===== config.mk =====
export PLATFORM = sky130hd
export DESIGN_NAME = sph_front
export DESIGN_NICKNAME = d
export VERILOG_FILES = /design/src/rtl/sph_pkg.sv /design/src/rtl/sph_front.sv
export SDC_FILE = /design/constraint.sdc
export NUM_CORES = 1
export LEC_CHECK = 0
export BUFFER_PORTS_ARGS = -buffer_cell sky130_fd_sc_hd__buf_2
export CAP_MARGIN = 25
export CORE_ASPECT_RATIO = 1.2
export CORE_MARGIN = 4
export CORE_UTILIZATION = 59
export CTS_BUF_LIST = sky130_fd_sc_hd__clkbuf_16
export CTS_CLUSTER_DIAMETER = 30
export DETAILED_ROUTE_END_ITERATION = 10
export HOLD_SLACK_MARGIN = 0.15
export PLACE_DENSITY = 0.82
export SYNTH_ARGS = -nofsm -noshare
export SYNTH_HDL_FRONTEND = slang
export SYNTH_SLANG_ARGS = --single-unit

===== constraint.sdc =====
create_clock -name clk -period 5.9 [get_ports clk]
set_input_delay 1.18 -clock clk [delete_from_list [all_inputs] [get_ports clk]]
set_output_delay 1.18 -clock clk [all_outputs]
set_load 0.01 [all_outputs]

===== src/rtl/sph_pkg.sv =====
// shared types and constants of the subsampled pixel histogram
`timescale 1ns / 1ps
package sph_pkg;

	localparam int POS_W   = 13;
	localparam int RAW_W   = 16;
	localparam int RANGE_W = 10;
	localparam int PB_W    = 5;
	localparam int CFG_W   = 13;
	localparam int IDX_W   = 3;
	localparam int CNT_BW  = 16;
	localparam int PCT_W   = 7;
	localparam int STAT_W  = 2;

	localparam int DROP_BITS = 10;
	localparam int PCT_SCALE = 100;

	localparam logic [1:0] OP_CLEAR = 2'd0;
	localparam logic [1:0] OP_PIXEL = 2'd1;
	localparam logic [1:0] OP_QUERY = 2'd2;

	localparam logic [STAT_W-1:0] STATUS_OK       = 2'd0;
	localparam logic [STAT_W-1:0] STATUS_DISABLED = 2'd1;
	localparam logic [STAT_W-1:0] STATUS_EMPTY    = 2'd2;

	localparam logic [IDX_W-1:0] REG_ENABLED     = 3'd0;
	localparam logic [IDX_W-1:0] REG_AREA_LEFT   = 3'd1;
	localparam logic [IDX_W-1:0] REG_AREA_RIGHT  = 3'd2;
	localparam logic [IDX_W-1:0] REG_AREA_TOP    = 3'd3;
	localparam logic [IDX_W-1:0] REG_AREA_BOTTOM = 3'd4;
	localparam logic [IDX_W-1:0] REG_PIXEL_BITS  = 3'd5;

	localparam logic [POS_W-1:0] POS_MAX       = 13'd8191;
	localparam logic [PB_W-1:0]  PIXEL_BITS_RST = 5'd12;

	typedef enum logic [1:0] {
		KIND_CLEAR,
		KIND_PIXEL,
		KIND_QUERY
	} kind_t;

	typedef enum logic [2:0] {
		ST_INIT,
		ST_RUN,
		ST_CLEAR,
		ST_SCAN,
		ST_TAIL,
		ST_MUL,
		ST_DIV
	} back_state_t;

	typedef struct packed {
		logic             enabled;
		logic [POS_W-1:0] area_left;
		logic [POS_W-1:0] area_right;
		logic [POS_W-1:0] area_top;
		logic [POS_W-1:0] area_bottom;
		logic [PB_W-1:0]  pixel_bits;
	} cfg_t;

endpackage


===== src/rtl/sph_front.sv =====
// front end: filters, bins and grid-checks incoming beats
`timescale 1ns / 1ps
module sph_front import sph_pkg::*; #(
	parameter int BIN_COUNT = 1024,
	parameter int GRID_STEP = 31
) (
	input  logic                       clk,
	input  logic                       arst_n,
	input  cfg_t                       cfg,
	input  logic                       accept,
	input  logic [1:0]                 op,
	input  logic [POS_W-1:0]           col,
	input  logic [POS_W-1:0]           row,
	input  logic [RAW_W-1:0]           raw_value,
	input  logic [RANGE_W-1:0]         range_from,
	input  logic [RANGE_W-1:0]         range_to,
	output logic                       push,
	output kind_t                      push_kind,
	output logic [$clog2(BIN_COUNT)-1:0] push_bin,
	output logic [RANGE_W-1:0]         push_from,
	output logic [RANGE_W-1:0]         push_to,
	output logic [1:0]                 inflight
);

	localparam int BIN_W  = $clog2(BIN_COUNT);
	localparam int REC_S  = 21;
	localparam int REC_W  = REC_S + 1;
	localparam int RECIP  = (2 ** REC_S + GRID_STEP - 1) / GRID_STEP;
	localparam int PROD_W = REC_W + POS_W;
	localparam int G_W    = 8;
	localparam int CHK_W  = POS_W + G_W;

	logic               valid_s1, valid_s2, valid_s3;
	kind_t              kind_s1, kind_s2, kind_s3;
	logic [POS_W-1:0]   col_s1, row_s1;
	logic [RAW_W-1:0]   raw_s1;
	logic [RANGE_W-1:0] from_s1, to_s1, from_s2, to_s2, from_s3, to_s3;
	logic [POS_W-1:0]   dc_s2, dr_s2, dc_s3, dr_s3, qc_s3, qr_s3;
	logic               cin_s2, rin_s2, cin_s3, rin_s3;
	logic [BIN_W-1:0]   bin_s2, bin_s3;

	logic               keep_op;
	kind_t              kind_in;
	logic [PB_W-1:0]    shift;
	logic [RAW_W-1:0]   shifted;
	logic [BIN_W-1:0]   bin_calc;
	logic [PROD_W-1:0]  pc, pr;
	logic [CHK_W-1:0]   chk_c, chk_r;
	logic               on_grid;

	always_comb begin
		keep_op = 1'b0;
		kind_in = KIND_PIXEL;
		unique case (op)
			OP_CLEAR: begin
				keep_op = cfg.enabled;
				kind_in = KIND_CLEAR;
			end
			OP_PIXEL: begin
				keep_op = cfg.enabled;
				kind_in = KIND_PIXEL;
			end
			OP_QUERY: begin
				keep_op = 1'b1;
				kind_in = KIND_QUERY;
			end
			default: begin
				keep_op = 1'b0;
				kind_in = KIND_PIXEL;
			end
		endcase
	end

	always_comb begin
		shift = (cfg.pixel_bits > PB_W'(DROP_BITS)) ? cfg.pixel_bits - PB_W'(DROP_BITS) : '0;
		shifted = raw_s1 >> shift;
		if (shifted > RAW_W'(BIN_COUNT - 1)) begin
			bin_calc = BIN_W'(BIN_COUNT - 1);
		end else begin
			bin_calc = shifted[BIN_W-1:0];
		end
	end

	assign pc = PROD_W'(dc_s2) * PROD_W'(RECIP);
	assign pr = PROD_W'(dr_s2) * PROD_W'(RECIP);

	assign chk_c = CHK_W'(qc_s3) * CHK_W'(GRID_STEP);
	assign chk_r = CHK_W'(qr_s3) * CHK_W'(GRID_STEP);
	assign on_grid = cin_s3 && rin_s3 && (chk_c == CHK_W'(dc_s3)) && (chk_r == CHK_W'(dr_s3));

	always_ff @(posedge clk or negedge arst_n) begin
		if (!arst_n) begin
			valid_s1 <= 1'b0;
			valid_s2 <= 1'b0;
			valid_s3 <= 1'b0;
		end else begin
			valid_s1 <= accept && keep_op;
			valid_s2 <= valid_s1;
			valid_s3 <= valid_s2;
		end
	end

	always_ff @(posedge clk) begin
		kind_s1 <= kind_in;
		col_s1  <= col;
		row_s1  <= row;
		raw_s1  <= raw_value;
		from_s1 <= range_from;
		to_s1   <= range_to;

		kind_s2 <= kind_s1;
		dc_s2   <= col_s1 - cfg.area_left;
		dr_s2   <= row_s1 - cfg.area_top;
		cin_s2  <= (col_s1 >= cfg.area_left) && (col_s1 < cfg.area_right);
		rin_s2  <= (row_s1 >= cfg.area_top) && (row_s1 < cfg.area_bottom);
		bin_s2  <= bin_calc;
		from_s2 <= from_s1;
		to_s2   <= to_s1;

		kind_s3 <= kind_s2;
		dc_s3   <= dc_s2;
		dr_s3   <= dr_s2;
		qc_s3   <= pc[REC_S+POS_W-1:REC_S];
		qr_s3   <= pr[REC_S+POS_W-1:REC_S];
		cin_s3  <= cin_s2;
		rin_s3  <= rin_s2;
		bin_s3  <= bin_s2;
		from_s3 <= from_s2;
		to_s3   <= to_s2;
	end

	assign push      = valid_s3 && ((kind_s3 != KIND_PIXEL) || on_grid);
	assign push_kind = kind_s3;
	assign push_bin  = bin_s3;
	assign push_from = from_s3;
	assign push_to   = to_s3;
	assign inflight  = 2'({1'b0, valid_s1} + {1'b0, valid_s2} + {1'b0, valid_s3});

endmodule


# --- Word-level counts from Yosys, hierarchy flattened ---
# Index checks and enable logic that the tools add are counted.
totals:
  output_inout_bits: 35
  regBits: 205
  input_bits: 125
  elab_cells: 61
op_classes:
  multipliers: 4
  reduce_logical: 10
  n_addsub: 5
  n_mux: 3
  n_lt_le_gt_ge: 6
  shift: 1
  eq_ne: 5
op_table:
  columns: ["operator", "n"]
  rows:
  - ["13-bit by 17-bit multiplier with 30-bit output (second input constant)", 2]
  - ["14-bit by 13-bit equality test with 1-bit output", 2]
  - ["9-bit by 5-bit multiplier with 14-bit output (second input constant)", 2]
  - ["13-bit greater-or-equal comparator", 2]
  - ["13-bit less-than comparator", 2]
  - ["13-bit subtractor", 2]
  - ["16-bit by 10-bit > comparator with 1-bit output (second input constant)", 1]
  - ["16-bit by 5-bit right shift with 16-bit output", 1]
  - ["1-bit logical AND", 7]
  - ["5-bit by 4-bit > comparator with 1-bit output (second input constant)", 1]
  - ["5-bit two-way mux", 1]
  - ["5-bit by 4-bit subtractor with 5-bit output (second input constant)", 1]
  - ["2-bit one-hot mux with 2 select lines", 1]
  - ["1-bit by 1-bit adder with 2-bit output", 1]
  - ["2-bit by 1-bit adder with 2-bit output", 1]
  - ["2-bit by 1-bit equality test with 1-bit output (second input constant)", 1]
  - ["2-bit equality test (second input constant)", 1]
  - ["2-bit zero test", 1]
  - ["2-bit by 1-bit != test with 1-bit output (second input constant)", 1]
  - ["1-bit one-hot mux with 2 select lines", 1]
  - ["2-bit OR reduction", 1]
  - ["1-bit logical OR", 1]

# --- Longest topological paths before layout ---
logic_depth:
  depth_word: 6
  mapped_depth: 18
  mapped_depth_nobuf: 18

# --- Least setup slack after synthesis ---
# OpenSTA, ideal clock, no wires.
synth_timing:
  path_kind: "flip-flop to output port"
  from: "reg qr_s3[2]"
  to: "out push"
  required_ps: 4720
  n_path_buf: 0
  path_slack_ps: 530
  t_arrival_ps: 4190
  path_stages_with_launch: 15
  path_cell_list: "dfxtp_1 inv_1 fa_1 fa_1 fa_1 inv_1 ha_1 and3_1 a221o_1 o22a_1 xnor2_1 nor3_1 nand4_1 or4_1 o31ai_1"
synth_via:
  elab_chain_cells: 5
synth_rtl:
  columns: ["item", "line_no", "rtl"]
  rows:
  - ["start, declared", "sph_front.sv:38", "logic [POS_W-1:0] dc_s2, dr_s2, dc_s3, dr_s3, qc_s3, qr_s3;"]
  - ["start signal, assigned", "sph_front.sv:124", "qr_s3 <= pr[REC_S+POS_W-1:REC_S];"]
  - ["9-bit by 5-bit multiplier with 14-bit output", "sph_front.sv:88", "assign chk_r = CHK_W'(qr_s3) * CHK_W'(GRID_STEP);"]
  - ["14-bit by 13-bit equality test with 1-bit output", "sph_front.sv:89", "assign on_grid = cin_s3 && rin_s3 && (chk_c == CHK_W'(dc_s3)) && (chk_r == CHK_W'(dr_s3));"]
  - ["1-bit logical AND", "sph_front.sv:89", null]
  - ["1-bit logical OR", "sph_front.sv:132", "assign push = valid_s3 && ((kind_s3 != KIND_PIXEL) || on_grid);"]
  - ["1-bit logical AND", "sph_front.sv:132", null]
  - ["end, declared", "sph_front.sv:17", "output logic push,"]
# No other way between the ends.

# --- Worst setup path in the final report ---
layout_timing:
  from: "reg qr_s3[0]"
  to: "out push"
# The elaborated chain is that of the path after synthesis.

==> metrics.yaml <==
logic_synthesis:
  synth_nets: 1712
  synth-compound-area-share_pct: 10.3
  synth_area_sq_um: 12900
  synth_edf_count: 0
  syn_inst: 1259
  synth_adder_area_share_pct: 35.8
  synth_top_area_share_pct: 31.4
  synth-seq-area-share_pct: 31.9
  synthSimpleGateAreaFrac_pct: 7.16
  synthTopCellsByArea: "dfxtp_1 31%, ha_1 25%, fa_1 11%"
  synthDistinctLibCells: 61
  synth_area_per_cell_sq_um: 10.2
  yosys_warnings: 0
  synth_top_family_by_area: "adder cells"
  ys_ff_latch: 205
  synth_area_leader_cell: "dfxtp_1"
  async_flop_share_pct: 1.46
  synth.area.mux_share_pct: 2.67
  synth_ff_type: "dfxtp_1"
  synth-xor-area-share_pct: 5.30
floorplan:
  die_area_sq_um: 24300
  coreArea_sq_um: 21600
  die_y_um: 170
  io_pins: 160
  die_w_um: 143
  num_rows: 59
  initial_core_util_pct: 59.6
global_routing:
  antenna_found_initial: 4
  grt_pass1_wl_mm: 49.5
  first_global_vias: 10500
  grt_max_degree: 20
  gr-total-overflow: 0
  groute.usage.overall_pct: 25.3
job:
  maxCapViolCount: 0
outcome:
  violations: "negative setup slack"
  status: "finished, violations left"
routing:
  drt-met1-wl_mm: 11.0
  dr_wl_met3_mm: 1.95
  drtIter0Drc: 348
  met2_length_mm: 15.6
  vias_per_cell: 5.47
  drc: 0
  routed_wl_mm: 29.7
  dr_total_vias: 9621
  ant_nets: 0
  post_drt_wl_per_cell_um: 16.9
  topRoutingLayerUsed: "met5"
  firstDrtPassIters: 4
clock_network:
  clk_pin_slew_worst_paths_ns: 0.06
  cts-buffers-inserted: 37
  htree_levels: 2
  ctsHoldBuffers: 0
  clockBufferDepth: 3
  cts_sinks: 205
  clk_latency_ns: 0.51
  root_buffer: "clkbuf_16"
  tritoncts: "yes"
placed_design:
  post_dp_cell_area_sq_um: 14000
  place.gp.congestion: 0.920
  dp.cells: 1686
  portBuffers: 159
  dpl.hpwl_mm: 23.4
worst_setup_path:
  critical_path_arrival_ns: 4.73
  cp-start-kind: "flip-flop"
  cp_max_fo: 5
  cp-end-kind: "primary output"
  path_class: "flip-flop to primary output"
  critPathRequiredTime_ns: 4.72
timing:
  fin_ws_ns: -0.00606
  fin_skew_ns: 0.0236
  finalSetupViolCount: 1
  period_needed_ns: 5.91
  final_hold_viol_count: 0
  slew_viol_final: 0
  relSlewSlack_pct: 47.9
  tightestPinTransition_ns: 0.782
  finalCritPeriodShare_pct: 100
  rsz0062_at_grt: "true"
  fmax_ghz: 0.169
cells_and_area:
  finalNetCount: 1909
  layout_commonest_cell: "ha_1"
  fin_cells: 1759
  drive_above_1_share_pct: 18.6
  fillers: 1444
  syn2layout_area_growth_pct: 20.3
  layout_common_cells: "255 x ha_1, 220 x inv_1, 192 x dfxtp_1"
  final_cell_area_sq_um: 15500
hold_path:
  holdCritPathClass: "flip-flop to flip-flop"
state kept, by name, indices dropped and copies added (netlist names), 10 cells and up:
register   flops
bin_s2        10
col_s1        13
dc_s2         13
dc_s3         13
dr_s2         13
dr_s3         13
from_s1       10
from_s2       10
push_bin      10
push_from     10
push_to       10
raw_s1        16
row_s1        13
to_s1         10
to_s2         10
per-stage QoR:
stage / utilization (%) / setup WS, ns / setup TNS [ns] / hold slack, ns
after global placement: 64.8 / 0.334 / 0 / 0.310
after CTS: 71.4 / 0.00122 / 0 / 0.322
after global routing: 71.7 / -0.135 / -0.135 / 0.317
after detailed placement: 64.8 / 0.225 / 0 / 0.312
final: 71.7 / -0.00606 / -0.00606 / 0.320
after floorplan: - / 0.530 / 0 / 0.310
worst max-delay path: stages, from the launching register on:
cell     delay [ns]
dfxtp_2        0.35
inv_2          0.05
fa_1           0.58
fa_1           0.47
fa_1           0.57
inv_2          0.06
ha_4           0.26
and3_4         0.17
a221o_1        0.31
o22a_1         0.25
xnor2_1        0.14
nor3_1         0.13
nand4_1        0.10
or4_4          0.45
o31ai_4        0.17
buf_2          0.16
cell families (layout without fill, tap and decap cells):
kind of cell    Yosys count  in the layout
simple gates            181            181
mux                      25             25
flops                   205            205
other cells               0              2
compound gates          211            211
fa+ha+maj               328            328
buf+inv                 231            455
xor+xnor                 78             78
repair_timing:
| item | CTS | global route |
|---|---|---|
| endpoints found under the setup margin | 1 | 1 |
| setup buffers | 3 | 2 |
| pin swaps | 10 | 8 |
| gates resized for setup | 15 | 15 |
per-layer routing:
metal | up-vias | global-route usage [%]
met3 | 96 | 6.75
met5 | - | 0
li1 | 4683 | -
met4 | 8 | 9.47
met2 | 292 | 46.9
met1 | 4542 | 27.3
Yosys cell counts (6+ instances only):
cell        n
o31ai_1     9
xor2_1     28
a21o_1     17
mux2i_1    13
and2_1      6
inv_1     221
o211ai_1    8
ha_1      259
nand4_1    15
nor2b_1    13
mux4_2      7
nand3_1    18
nor3_1     12
o21bai_1    9
a21oi_1    62
o21ai_0    48
nor2_1     44
clkbuf_1    7
xnor2_1    50
dfxtp_1   202
a211oi_1   11
o21a_1      9
fa_1       69
nand2_1    39
and3_1      7
final timing paths:
path                            depth (start not counted)           end  slack (ns)        from
max in group asynchronous                               1      valid_s2        5.34      arst_n
worst max-delay path                                   15          push      -0.006    qr_s3[0]
worst max register to register                         16      qr_s3[7]        1.41   dr_s2[11]
min in group asynchronous                               1      valid_s1        0.46      arst_n
worst min-delay path                                    0  push_from[8]        0.32  from_s2[8]
worst min register to register                          0  push_from[8]        0.32  from_s2[8]
cell type report:
type | instances | area, sq um | area share, %
inverter | 222 | 833 | 5.37
tap | 274 | 343 | 2.21
antenna | 2 | 5.00 | 0.0323
multi-input combinational | 823 | 8010 | 51.6
clock inverter | 28 | 378 | 2.44
clock buffer | 38 | 951 | 6.13
sequential | 205 | 4140 | 26.7
timing repair buffer | 167 | 856 | 5.52
Power is left out: the tool's default activity adds up to more than one toggle a clock period on the data nets, which glitch-free logic cannot reach.
