--- src/rtl/sph_queue.sv ---
// small fifo between front and back end
`timescale 1ns / 1ps
module sph_queue #(
	parameter int WIDTH = 8,
	parameter int DEPTH = 8
) (
	input  logic                         clk,
	input  logic                         arst_n,
	input  logic                         push,
	input  logic [WIDTH-1:0]             push_data,
	input  logic                         pop,
	output logic                         head_valid,
	output logic [WIDTH-1:0]             head_data,
	output logic [$clog2(DEPTH+1)-1:0]   count
);

	localparam int PTR_W = $clog2(DEPTH);
	localparam int CNT_W = $clog2(DEPTH + 1);

	logic [WIDTH-1:0] slots_q [DEPTH];
	logic [PTR_W-1:0] wr_ptr_q, rd_ptr_q;
	logic [CNT_W-1:0] count_q;
	logic             do_pop;

	assign do_pop = pop && (count_q != '0);

	always_ff @(posedge clk or negedge arst_n) begin
		if (!arst_n) begin
			wr_ptr_q <= '0;
			rd_ptr_q <= '0;
			count_q  <= '0;
		end else begin
			if (push) begin
				wr_ptr_q <= (wr_ptr_q == PTR_W'(DEPTH - 1)) ? '0 : wr_ptr_q + 1'b1;
			end
			if (do_pop) begin
				rd_ptr_q <= (rd_ptr_q == PTR_W'(DEPTH - 1)) ? '0 : rd_ptr_q + 1'b1;
			end
			if (push && !do_pop) begin
				count_q <= count_q + 1'b1;
			end else if (!push && do_pop) begin
				count_q <= count_q - 1'b1;
			end
		end
	end

	always_ff @(posedge clk) begin
		if (push) begin
			slots_q[wr_ptr_q] <= push_data;
		end
	end

	assign head_valid = count_q != '0;
	assign head_data  = slots_q[rd_ptr_q];
	assign count      = count_q;

endmodule

--- config.mk ---
export PLATFORM = sky130hd
export DESIGN_NAME = sph_queue
export DESIGN_NICKNAME = d
export VERILOG_FILES = /design/src/rtl/sph_queue.sv
export SDC_FILE = /design/constraint.sdc
export NUM_CORES = 1
export LEC_CHECK = 0
export ABC_AREA = 1
export BUFFER_PORTS_ARGS = -buffer_cell sky130_fd_sc_hd__buf_2
export CORE_MARGIN = 2
export CORE_UTILIZATION = 64
export DETAILED_ROUTE_END_ITERATION = 10
export HOLD_SLACK_MARGIN = 0.05
export PLACE_DENSITY = 0.84
export SYNTH_ARGS = -nofsm -noshare
export SYNTH_HDL_FRONTEND = slang
export SYNTH_SLANG_ARGS = --single-unit
export TNS_END_PERCENT = 50
--- constraint.sdc ---
create_clock -name clk -period 3.8 [get_ports clk]
set_clock_uncertainty 0.2 [all_clocks]
set_input_delay 0.38 -clock clk [delete_from_list [all_inputs] [get_ports clk]]
set_output_delay 0.38 -clock clk [all_outputs]
set_load 0.01 [all_outputs]
== After elaboration in Yosys (flattened, before gate mapping) ==
Memory sizes are Yosys's and may differ from the RTL's.
Index checks and enable logic that the tools add are counted.

* Output and inout bits: 13
* RAM bits: 64
* Bits in registers: 10
* Input bits: 12
* Logic and storage cells: 23
* Memories kept: 1

{| class="wikitable"
|+ Memory list
! name !! depth !! bits a word !! read ports !! clocked after memory_dff !! write ports !! line !! RTL
|-
| slots_q || 8 || 8 || 1 || 0 || 1 || 20 || <nowiki>logic [WIDTH-1:0] slots_q [DEPTH];</nowiki>
|}

* Multiplexer cells: 6
* Add/sub/neg operators: 4
* Reductions and logical operators: 7
* Equal/unequal tests: 2

{| class="wikitable"
|+ Operator list
! cell !! count
|-
| $mux W4 || 2
|-
| $add A3 B1 Y3 const B || 2
|-
| $eq A3 B3 Y1 const B || 2
|-
| $mux W3 || 2
|-
| $add A4 B1 Y4 const B || 1
|-
| $reduce_bool A4 Y1 || 1
|-
| $sub A4 B1 Y4 const B || 1
|-
| $logic_and A1 B1 Y1 || 3
|-
| $logic_not A1 Y1 || 2
|-
| $mux W1 || 2
|-
| $reduce_bool A2 Y1 || 1
|}

== Depth between registers and ports, before layout ==
Gate-level depths: netlist of run 1.

* Depth after elaboration: 5
* Depth in mapped cells: 12
* Mapped depth without buffers: 12

== Worst setup path before layout of run 1 ==
No wires, ideal clock.

* Path kind: reg2reg
* Start point: register count_q[0] (netlist: count[0])
* End point: register count_q[3] (netlist: count[3])
* Stages on the path, launching flop included: 12
* Period minus slack after synthesis: 2201 ps
* Path buffers: 0
* Slack: 1599 ps
* Arrival: 1883 ps
* Cell sequence: dfrtp_1 -> nor2_1 -> nand2_1 -> nand2_1 -> ha_1 -> inv_1 -> ha_1 -> or2_2 -> nand2_1 -> nand2_1 -> nand3_1 -> nand2_1

* Cells in the longest elaborated chain, start to end: 5
* Elaborated cells on any way between the ends: 10
* Those cells by class: add/sub (2); mux (2); reduce/logical (6)

{| class="wikitable"
|+ Ends and longest elaborated chain
! element !! line !! RTL
|-
| start: declaration || 22 || <nowiki>logic [CNT_W-1:0] count_q;</nowiki>
|-
| start signal: assignment || 40 || <nowiki>count_q <= count_q + 1'b1;</nowiki>
|-
| start signal: assignment || 42 || <nowiki>count_q <= count_q - 1'b1;</nowiki>
|-
| $reduce_bool A4 Y1 * || n/a ||
|-
| named net head_valid || 12 || <nowiki>output logic head_valid,</nowiki>
|-
| $logic_and A1 B1 Y1 * || 25 || <nowiki>assign do_pop = pop && (count_q != '0);</nowiki>
|-
| $logic_not A1 Y1 || 39 || <nowiki>if (push && !do_pop) begin</nowiki>
|-
| $logic_and A1 B1 Y1 || 39 ||
|-
| $mux W4 / $reduce_bool A2 Y1 (equally long branches) || n/a ||
|}

The timed path passes the listed nets; every way through them passes the cells marked *. The select of a mux whose other input is x is not followed.
A chain may end at the register's enable or synchronous reset.

== Final worst setup path of run 1 ==
* Start point: register rd_ptr_q[0]
* End point: output port head_data[3]

* Cells in the longest elaborated chain, start to end: 1

{| class="wikitable"
|+ Ends and longest elaborated chain
! element !! line !! RTL
|-
| start: declaration || 21 || <nowiki>logic [PTR_W-1:0] wr_ptr_q, rd_ptr_q;</nowiki>
|-
| start signal: assignment || 37 || <nowiki>rd_ptr_q <= (rd_ptr_q == PTR_W'(DEPTH - 1)) ? '0 : rd_ptr_q + 1'b1;</nowiki>
|-
| $mem_v2 Z8 W8 || n/a ||
|-
| end: declaration || 13 || <nowiki>output logic [WIDTH-1:0] head_data,</nowiki>
|}

No other way between the ends.

==> results of run 1 <==
[stage by stage]
stage	power, mW	hold WS, ns
final	2.61	0.108
after global routing	2.81	0.114
after CTS	2.61	0.0988
after detailed placement	2.12	0.0523
after global placement	2.06	0.0503
after floorplan	1.87	-0.116
[worst reg2reg max path, delay by kind of cell (launching register included)]
kind	cells	cell delay, ns
buffers and inverters	1	0.10
and+or+nand+nor	8	0.92
DFF	1	0.45
adders and majority gates	2	0.53
[layout make-up]
| cell class | instances | area [um^2] | share of cell area, % |
|---|---|---|---|
| clock buffer | 12 | 135 | 3.68 |
| clock inverter | 4 | 20.0 | 0.545 |
| inverter | 43 | 161 | 4.39 |
| multi-input combinational | 228 | 961 | 26.1 |
| sequential | 74 | 2170 | 59.1 |
| tap | 70 | 87.6 | 2.38 |
| timing repair buffer | 26 | 138 | 3.74 |
[worst paths after layout]
check / start / to / slack (ns) / cells past startpoint
setup reg to reg: count[0] / count[3] / 1.49 / 11
min in group asynchronous: arst_n / rd_ptr_q[1] / 0.22 / 2
hold reg to reg: count[2] / count[2] / 0.36 / 2
max in group asynchronous: arst_n / rd_ptr_q[0] / 2.97 / 2
hold / removal: push_data[2] / slots_q[2][2] / 0.11 / 1
setup / recovery: rd_ptr_q[0] / head_data[3] / 1.10 / 7
[Yosys cell counts]
master	number
sky130_fd_sc_hd__a21oi_1	1
sky130_fd_sc_hd__buf_2	4
sky130_fd_sc_hd__buf_4	5
sky130_fd_sc_hd__buf_6	2
sky130_fd_sc_hd__clkinv_1	1
sky130_fd_sc_hd__dfrtp_1	10
sky130_fd_sc_hd__edfxtp_1	64
sky130_fd_sc_hd__fa_1	1
sky130_fd_sc_hd__ha_1	7
sky130_fd_sc_hd__inv_1	41
sky130_fd_sc_hd__inv_2	1
sky130_fd_sc_hd__nand2_1	129
sky130_fd_sc_hd__nand3_1	5
sky130_fd_sc_hd__nor2_1	76
sky130_fd_sc_hd__o21ai_0	6
sky130_fd_sc_hd__or2_2	1
sky130_fd_sc_hd__xnor2_1	2
[power groups by stage]
stage / registers, mW / logic, mW / clock network [mW]
6_report: 1.19 / 0.911 / 0.503
2_1_floorplan: 1.10 / 0.770 / 0
4_1_cts: 1.19 / 0.916 / 0.504
3_5_place_dp: 1.21 / 0.910 / 0
5_1_grt: 1.22 / 1.05 / 0.533
3_3_place_gp: 1.20 / 0.866 / 0
[sequential cells by signal, indices dropped and copies added, names as in the netlist]
name      flops
rd_ptr_q      3
wr_ptr_q      3
count         4
slots_q      64
[routing by layer]
| metal | wire length (um) | global-route usage [%] | vias to the layer above |
|---|---|---|---|
| met5 | 0 | 0 | - |
| met4 | 171 | 14.9 | 0 |
| met3 | 460 | 6.28 | 22 |
| met2 | 3200 | 39.6 | 84 |
| met1 | 2660 | 29.5 | 1041 |
| li1 | - | - | 1160 |
[logic make-up after synthesis]
family / Yosys count / synth area share [%]
buffers and inverters: 54 / 7.16
adder cells (fa/ha/maj): 8 / 3.19
AO/OA/AOI/OAI: 7 / 1.04
XOR/XNOR: 2 / 0.519
AND/OR/NAND/NOR: 211 / 23.7
flip-flops: 74 / 64.4
[what timing repair did]
action                                  CTS  global route
hold endpoints to repair                 10             0
hold buffers                              1             0
endpoints found under the setup margin    0             0
==> run_results.csv, run 1 <==
group,metric,value,unit
run_status,result_of_the_run,"completed",
finish,most_common_cell_after_layout_fill_and_taps_aside,"sky130_fd_sc_hd__nand2_1",
routing,post_drt_via_cell_ratio,5.05,
routing,drc,0,
placement,place_area,3510,um^2
critical_path,path_cells,"nor2_1 -> nor2_1 -> nand2_1 -> nand2_1 -> nand2_1 -> nand2_1 -> buf_2",
clock_tree,htree_num_levels,3,
clock_tree,clkTransAtPathRegs,0.07,ns
clock_tree,clock-root-buffer,"sky130_fd_sc_hd__clkbuf_8",
synthesis,synthCells,356,
clock_tree,post_cts.repair.setup_buffers,0,
sta,setup_slack,1.10,ns
finish,share_of_final_layout_standard_cells_stronger_than_drive_strength_1,10.6,%
min_path,path_type_of_the_worst_min_delay_path,"in -> reg",
finish,postLayoutCellArea,3680,um^2
floorplanning,std_cell_rows,26,
global_route,number_of_global_route_vias_before_repair,2294,
critical_path,crit_arrival,2.12,ns
sta,max_transition_margin,28.9,%
pwr,p_sw_share,38.9,%
floorplanning,io_pins,25,
routing,antenna_left,0,
global_route,grt_pass1_wl,10700,um
clock_tree,cts_tree,"done",
floorplanning,start_util,66.1,%
sta,final-setup-viol-count,0,
sta,worst-slew-pin-transition,1.07,ns
clock_tree,numClockSinks,74,
synthesis,postSynthNetCount,376,
routing,drt_iter0_markers,226,
floorplanning,die_area,5870,um^2
pwr,p_per_area,709,nW/um^2
global_route,grt_use_total,24.5,%
critical_path,timing.critical_path.to_type,"output port",
finish,layout.cells.most_common_list,"sky130_fd_sc_hd__nand2_1, sky130_fd_sc_hd__nor2_1, sky130_fd_sc_hd__edfxtp_1",
global_route,initial_antenna_violation_count,0,
placement,placed_cells,440,
synthesis,syn_avg_cell_area,9.48,um^2
routing,dr_total_vias,2307,
global_route,globalRouteOverflowTotal,0,
finish,fin_cells,457,
placement,number_of_i_o_port_buffers,24,
finish,area_growth_syn_to_layout,8.94,%
pwr,net_load_switching_power,1.01,mW
pwr,vdd_drop_max,0.582,mV
synthesis,yosys.area.top_type,"sky130_fd_sc_hd__edfxtp_1",
critical_path,cp_common_cell,"sky130_fd_sc_hd__nand2_1",
critical_path,critPathKind,"reg -> out",
finish,utilization,72.0,%
placement,detailed_place_hpwl,4080,um
finish,n_antenna_cell,0,
synthesis,synth_seq_area_share,64.4,%
critical_path,timing.critical_path.max_delay_family,"flip-flops",
clock_tree,clk_path_buf_depth,2,
run,max_cap_violations,0,
sta,final.min_clock_period,2.70,ns
critical_path,critical_path.n_buffers_inverters,1,
critical_path,critPathMaxStageDelay,1.06,ns
finish,layout.filler_cells,375,
synthesis,ys_seq_elements,74,
sta,fmax,371,MHz
synthesis,post_synthesis_instance_area,3370,um^2
floorplanning,die_y,76.6,um
sta,timing_max_transition_violations_final,0,
critical_path,critPathMaxFanout,67,
routing,postRouteWirelength,6490,um
pwr,total_leakage_power,1.66,nW
routing,detailedRoute.firstPassIterationCount,4,
sta,timing.setup.tns,0,ns
clock_tree,cts.repair.resized,0,
pwr,power.internal,1.59,mW
synthesis,post_synth_num_cell_types,17,
finish,final_net_count,402,
placement,placement.setup.worst_slack,1.48,ns
sta,final_min_period_over_clock_period,71.0,%
synthesis,netlist_top_cells_area,"sky130_fd_sc_hd__edfxtp_1, sky130_fd_sc_hd__nand2_1, sky130_fd_sc_hd__nor2_1",
critical_path,worstSetupStartpointType,"flip-flop",
critical_path,critPathSlowestCell,"sky130_fd_sc_hd__dfrtp_2",
critical_path,timing.critical_path.required,3.22,ns
global_route,grt_max_degree,68,
floorplanning,core_area,5110,um^2
synthesis,yosysWarnings,0,
placement,place_congestion,0.830,
pwr,clockPowerShare,19.3,%
sta,rsz_0062_raised_after_global_routing,"no",
sta,hold_viol,0,
pwr,seq_power_share,45.8,%
synthesis,area_share_of_the_leading_cell_type_in_the_synthesized_netlist,57.0,%
pwr,power.combinational.fraction,35.0,%
clock_tree,tritoncts.num_buffers,9,
routing,route.detailed.wl_per_inst,14.2,um
clock_tree,clk_latency,0.34,ns
floorplanning,die-width,76.6,um
(Power assumes the default switching activity.)
==> run 2, diff against run 1 <==
--- a/config.mk
+++ b/config.mk
@@ -8,10 +8,10 @@
 export ABC_AREA = 1
 export BUFFER_PORTS_ARGS = -buffer_cell sky130_fd_sc_hd__buf_2
 export CORE_MARGIN = 2
-export CORE_UTILIZATION = 64
+export CORE_UTILIZATION = 59
 export DETAILED_ROUTE_END_ITERATION = 10
 export HOLD_SLACK_MARGIN = 0.05
-export PLACE_DENSITY = 0.84
+export PLACE_DENSITY = 0.78
 export SYNTH_ARGS = -nofsm -noshare
 export SYNTH_HDL_FRONTEND = slang
 export SYNTH_SLANG_ARGS = --single-unit
==> constraint.sdc (replaced) <==
create_clock -name clk -period 2.73 [get_ports clk]
set_clock_uncertainty 0.2 [all_clocks]
set_input_delay 0.273 -clock clk [delete_from_list [all_inputs] [get_ports clk]]
set_output_delay 0.273 -clock clk [all_outputs]
set_load 0.01 [all_outputs]
==> run 2 against run 1 <==
Critical path depth is 1 higher; flip-flop and latch count stayed put; clock power increased by 89%; sequential share of layout area shrank 3.8 points; die area increased by 8.0%; combinational power increased by 55%; non-clock buffer count grew 21.
==> run_results.csv, run 2 (same netlist as run 1, synthesis figures left out) <==
group,metric,value,unit
placement,place_congestion,0.812,
floorplanning,die_y,79.6,um
sta,final-setup-viol-count,0,
placement,detailed_place_hpwl,4190,um
critical_path,timing.critical_path.to_type,"output port",
critical_path,critPathKind,"reg -> out",
sta,worst-slew-pin-transition,0.619,ns
finish,n_antenna_cell,0,
routing,route.detailed.wl_per_inst,13.5,um
clock_tree,cts.repair.resized,0,
floorplanning,die-width,79.6,um
finish,final_net_count,423,
clock_tree,clock-root-buffer,"sky130_fd_sc_hd__clkbuf_8",
routing,antenna_left,0,
clock_tree,cts_tree,"done",
pwr,net_load_switching_power,1.47,mW
routing,dr_total_vias,2327,
run,max_cap_violations,0,
pwr,p_per_area,1000,nW/um^2
clock_tree,clkTransAtPathRegs,0.08,ns
sta,final_min_period_over_clock_period,92.1,%
floorplanning,core_area,5510,um^2
floorplanning,std_cell_rows,27,
placement,number_of_i_o_port_buffers,24,
clock_tree,tritoncts.num_buffers,9,
clock_tree,htree_num_levels,3,
routing,drc,0,
sta,hold_viol,0,
clock_tree,numClockSinks,74,
finish,register_cell_area_after_layout,2170,um^2
critical_path,crit_arrival,2.04,ns
placement,placed_cells,453,
sta,final.min_clock_period,2.51,ns
finish,share_of_final_layout_standard_cells_stronger_than_drive_strength_1,13.5,%
finish,area_growth_syn_to_layout,16.5,%
pwr,vdd_drop_max,0.704,mV
clock_tree,clk_latency,0.34,ns
global_route,number_of_global_route_vias_before_repair,2286,
pwr,power.combinational.fraction,35.9,%
global_route,initial_antenna_violation_count,0,
finish,most_common_cell_after_layout_fill_and_taps_aside,"sky130_fd_sc_hd__nand2_1",
sta,rsz_0062_raised_after_global_routing,"no",
finish,fin_cells,480,
finish,layout.filler_cells,394,
run_status,result_of_the_run,"completed",
finish,max_flop_register,"slots_q",
global_route,grt_pass1_wl,10700,um
sta,fmax,398,MHz
routing,drt_iter0_markers,222,
pwr,power.internal,2.47,mW
routing,post_drt_via_cell_ratio,4.85,
floorplanning,die_area,6340,um^2
critical_path,timing.critical_path.required,2.26,ns
critical_path,r2r_depth,11,
floorplanning,io_pins,25,
critical_path,worstSetupStartpointType,"flip-flop",
routing,detailedRoute.firstPassIterationCount,4,
routing,postRouteWirelength,6460,um
sta,timing.setup.tns,0,ns
global_route,grt_max_degree,38,
finish,number_of_flip_flops_in_the_largest_register,64,
finish,multi_input_combinational_cell_area,961,um^2
clock_tree,clk_path_buf_depth,2,
min_path,path_type_of_the_worst_min_delay_path,"in -> async",
pwr,clockPowerShare,24.1,%
critical_path,critPathMaxFanout,37,
pwr,seq_power_share,40.0,%
pwr,report.power.total,3.93,mW
sta,max_transition_margin,58.7,%
floorplanning,start_util,61.3,%
pwr,total_leakage_power,1.78,nW
global_route,grt_use_total,23.0,%
global_route,globalRouteOverflowTotal,0,
pwr,p_sw_share,37.2,%
sta,timing_max_transition_violations_final,0,
finish,layout.cells.most_common_list,"sky130_fd_sc_hd__nand2_1, sky130_fd_sc_hd__nor2_1, sky130_fd_sc_hd__edfxtp_1",
## run 2: cell types whose count changed in the layout (fill, tap and decap cells not counted), sizes merged
| cell | before | now |
|---|---|---|
| buf | 25 | 36 |
| clkinvlp | 0 | 2 |
| bufinv | 0 | 2 |
| inv | 42 | 44 |
| clkbuf | 12 | 9 |
| dlygate4sd3 | 1 | 11 |
| clkinv | 5 | 2 |
## run 2: stage by stage
stage               hold WS, ns  setup WS (ns)  area [um^2]  utilization [%]
finish                    0.114          0.217         3930             71.4
global route              0.139         0.0836         3930             71.4
CTS                       0.108          0.209         3930             71.4
detailed placement      -0.0562          0.442         3600             65.3
global placement        -0.0591          0.556         3600             65.3
floorplan                -0.223          0.529         3370                -
## run 2: path summary, 6_finish.rpt
check / startpoint / endpoint / slack (ns)
max: rd_ptr_q[0] / head_data[4] / 0.22
min: arst_n / count[2] / 0.11
max reg2reg: count[0] / count[3] / 0.42
min reg2reg: count[2] / count[2] / 0.35
max in group asynchronous: arst_n / rd_ptr_q[0] / 2.01
min in group clk: count[2] / count[2] / 0.35
## run 2: timing repair
action | 4_1_cts | 5_1_grt
hold endpoints to repair | 78 | 0
hold buffers | 11 | 0
setup buffers | 0 | 0
## run 2: per-layer routing
metal	share of wire [%]	GRT usage, %
met2	52	37.8
met3	5.2	4.52
met5	0	0
met4	0.74	9.14
met1	43	30.1
## run 2: power by group through the flow
| stage | clock network (mW) | registers [mW] | logic (mW) |
|---|---|---|---|
| CTS | 0.958 | 1.57 | 1.42 |
| detailed placement | 0 | 1.60 | 1.40 |
| global placement | 0 | 1.59 | 1.35 |
| finish | 0.949 | 1.58 | 1.41 |
| floorplan | 0 | 1.53 | 1.07 |
| global route | 1.00 | 1.60 | 1.64 |
## run 2: area by class of cell
type                    instances  share of cell area, %
flip-flops and latches         74                   55.3
multi-input cells             228                   24.4
clock buffers                   9                   3.15
well taps                      72                   2.29
clock inverters                 7                   2.58
inverters                      43                   4.11
repair buffers                 47                   8.15
## run 2: critical path, cell delays in order, from the launching register on
cell	delay, ns
sky130_fd_sc_hd__dfrtp_2	0.77
sky130_fd_sc_hd__buf_4	0.31
sky130_fd_sc_hd__nor2_1	0.07
sky130_fd_sc_hd__nor2_1	0.11
sky130_fd_sc_hd__nand2_1	0.08
sky130_fd_sc_hd__nand2_1	0.07
sky130_fd_sc_hd__nand2_1	0.05
sky130_fd_sc_hd__nand2_1	0.10
sky130_fd_sc_hd__buf_2	0.14
==> run 3, diff against run 2 <==
--- a/config.mk
+++ b/config.mk
@@ -8,10 +8,9 @@
 export ABC_AREA = 1
 export BUFFER_PORTS_ARGS = -buffer_cell sky130_fd_sc_hd__buf_2
 export CORE_MARGIN = 2
-export CORE_UTILIZATION = 59
+export CORE_UTILIZATION = 40
 export DETAILED_ROUTE_END_ITERATION = 10
 export HOLD_SLACK_MARGIN = 0.05
-export PLACE_DENSITY = 0.78
 export SYNTH_ARGS = -nofsm -noshare
 export SYNTH_HDL_FRONTEND = slang
 export SYNTH_SLANG_ARGS = --single-unit
==> run 3 against run 2 <==
First-iteration DRC count shrank 52%; die area grew 45%; fmax grew 8.5%; core utilization shrank 23 points; sequential share of layout area shrank 0.64 points; final cell count grew 6.7%; critical path type unchanged.
==> run_results.csv, run 3 (same netlist as run 1, synthesis figures left out) <==
group,metric,value,unit
run_status,result_of_the_run,"completed",
critical_path,timing.critical_path.max_delay_family,"flip-flops",
sta,timing_max_transition_violations_final,0,
pwr,power.combinational.fraction,36.6,%
critical_path,timing.critical_path.to_type,"output port",
routing,post_drt_via_cell_ratio,4.46,
sta,final-setup-viol-count,0,
global_route,grt_max_degree,43,
sta,max_transition_margin,68.9,%
finish,max_flop_register,"slots_q",
clock_tree,clkTransAtPathRegs,0.08,ns
finish,n_antenna_cell,0,
clock_tree,clock-root-buffer,"sky130_fd_sc_hd__clkbuf_8",
critical_path,critical_path.n_buffers_inverters,2,
routing,postRouteWirelength,6520,um
sta,worst-slew-pin-transition,0.467,ns
critical_path,cp_common_cell,"sky130_fd_sc_hd__nand2_1",
clock_tree,post_cts.repair.setup_buffers,0,
pwr,total_leakage_power,1.79,nW
sta,timing.setup.tns,0,ns
sta,final.min_clock_period,2.32,ns
placement,place_congestion,0.815,
finish,final_net_count,422,
clock_tree,tritoncts.num_buffers,9,
floorplanning,std_cell_rows,33,
sta,final_min_period_over_clock_period,84.8,%
finish,layout.filler_cells,727,
clock_tree,numClockSinks,74,
finish,layout.cells.most_common_list,"sky130_fd_sc_hd__nand2_1, sky130_fd_sc_hd__nor2_1, sky130_fd_sc_hd__edfxtp_1",
routing,detailedRoute.firstPassIterationCount,4,
global_route,grt_pass1_wl,10500,um
pwr,net_load_switching_power,1.46,mW
sta,rsz_0062_raised_after_global_routing,"no",
finish,share_of_final_layout_standard_cells_stronger_than_drive_strength_1,13.3,%
pwr,p_per_area,991,nW/um^2
floorplanning,io_pins,25,
global_route,grt_use_total,15.8,%
pwr,p_sw_share,37.1,%
pwr,clockPowerShare,24.0,%
routing,drt_iter0_markers,106,
run,max_cap_violations,0,
floorplanning,die_y,95.9,um
finish,most_common_cell_after_layout_fill_and_taps_aside,"sky130_fd_sc_hd__nand2_1",
pwr,vdd_drop_max,0.486,mV
floorplanning,die_area,9190,um^2
placement,detailed_place_hpwl,4060,um
placement,number_of_i_o_port_buffers,24,
routing,route.detailed.wl_per_inst,12.7,um
critical_path,timing.critical_path.required,2.26,ns
critical_path,path_cells,"buf_12 -> nor2_1 -> nor2_1 -> nand2_1 -> nand2_1 -> nand2_1 -> nand2_1 -> buf_2",
sta,hold_viol,0,
finish,area_growth_syn_to_layout,17.9,%
clock_tree,clk_latency,0.34,ns
critical_path,critPathSlowestCell,"sky130_fd_sc_hd__dfrtp_2",
floorplanning,core_area,8220,um^2
sta,fmax,432,MHz
critical_path,critPathMaxFanout,42,
global_route,globalRouteOverflowTotal,0,
min_path,path_type_of_the_worst_min_delay_path,"in -> async",
routing,drc,0,
finish,number_of_flip_flops_in_the_largest_register,64,
clock_tree,clk_path_buf_depth,2,
global_route,initial_antenna_violation_count,0,
finish,multi_input_combinational_cell_area,961,um^2
critical_path,crit_arrival,1.84,ns
pwr,seq_power_share,39.4,%
floorplanning,start_util,41.1,%
routing,antenna_left,0,
clock_tree,htree_num_levels,3,
pwr,power.internal,2.48,mW
sta,worst_hold_margin,0.119,ns
routing,dr_total_vias,2285,
finish,fin_cells,512,
critical_path,worstSetupStartpointType,"flip-flop",
critical_path,critPathMaxStageDelay,0.67,ns
global_route,number_of_global_route_vias_before_repair,2197,
finish,register_cell_area_after_layout,2170,um^2
critical_path,critPathKind,"reg -> out",
placement,placed_cells,485,
floorplanning,die-width,95.9,um
clock_tree,cts_tree,"done",
[run 3: changes by cell type in the layout (fill, tap and decap cells not counted)]
cell                         change
sky130_fd_sc_hd__buf_12          +1
sky130_fd_sc_hd__buf_4           -2
sky130_fd_sc_hd__clkinv_2        +1
sky130_fd_sc_hd__clkinvlp_4      -1
sky130_fd_sc_hd__inv_6           -1
sky130_fd_sc_hd__inv_8           +1
[run 3: path summary, 6_finish.rpt]
kind                                   from      endpoint  slack, ns  cells after the start
worst max-delay path            rd_ptr_q[0]  head_data[1]       0.41                      8
worst min-delay path                 arst_n      count[0]       0.12                      2
worst max register to register     count[0]      count[3]       0.49                     11
worst min register to register     count[3]      count[3]       0.36                      2
max in group asynchronous            arst_n   rd_ptr_q[0]       1.99                      2
min in group clk                   count[3]      count[3]       0.36                      2
[run 3: per-stage QoR]
| stage | power (mW) | setup slack [ns] | utilization, % | instance area (um^2) |
|---|---|---|---|---|
| floorplan | 2.60 | 0.529 | - | 3370 |
| global placement | 3.00 | 0.545 | 44.3 | 3640 |
| detailed placement | 3.03 | 0.495 | 44.3 | 3640 |
| CTS | 3.98 | 0.390 | 48.4 | 3980 |
| global route | 4.25 | 0.204 | 48.4 | 3980 |
| finish | 3.94 | 0.415 | 48.4 | 3980 |
[run 3: final cells by class]
type | count | share of cell area [%]
Sequential cell | 74 | 54.6
Multi-Input combinational cell | 228 | 24.2
Timing Repair Buffer | 46 | 8.18
Inverter | 43 | 4.06
Tap cell | 105 | 3.30
Clock buffer | 9 | 3.11
Clock inverter | 7 | 2.55
[run 3: power by group through the flow]
stage               Combinational (mW)  Sequential [mW]  Clock, mW
floorplan                         1.07             1.53          0
global placement                  1.43             1.57          0
detailed placement                1.45             1.58          0
CTS                               1.47             1.55      0.961
global route                      1.68             1.59      0.992
finish                            1.44             1.55      0.946
[run 3: repair_timing]
| action | CTS | global route |
|---|---|---|
| endpoints found under the hold margin | 78 | 0 |
| hold buffers | 11 | 0 |
| gates resized for setup | 0 | 0 |
[run 3: metal layers]
layer / GRT usage (%) / share of wire, % / vias up
li1: - / - / 1197
met5: 0 / 0 / -
met3: 3.29 / 3.5 / 13
met2: 26.7 / 50 / 34
met1: 18.6 / 44 / 1041
met4: 8.93 / 2.4 / 0
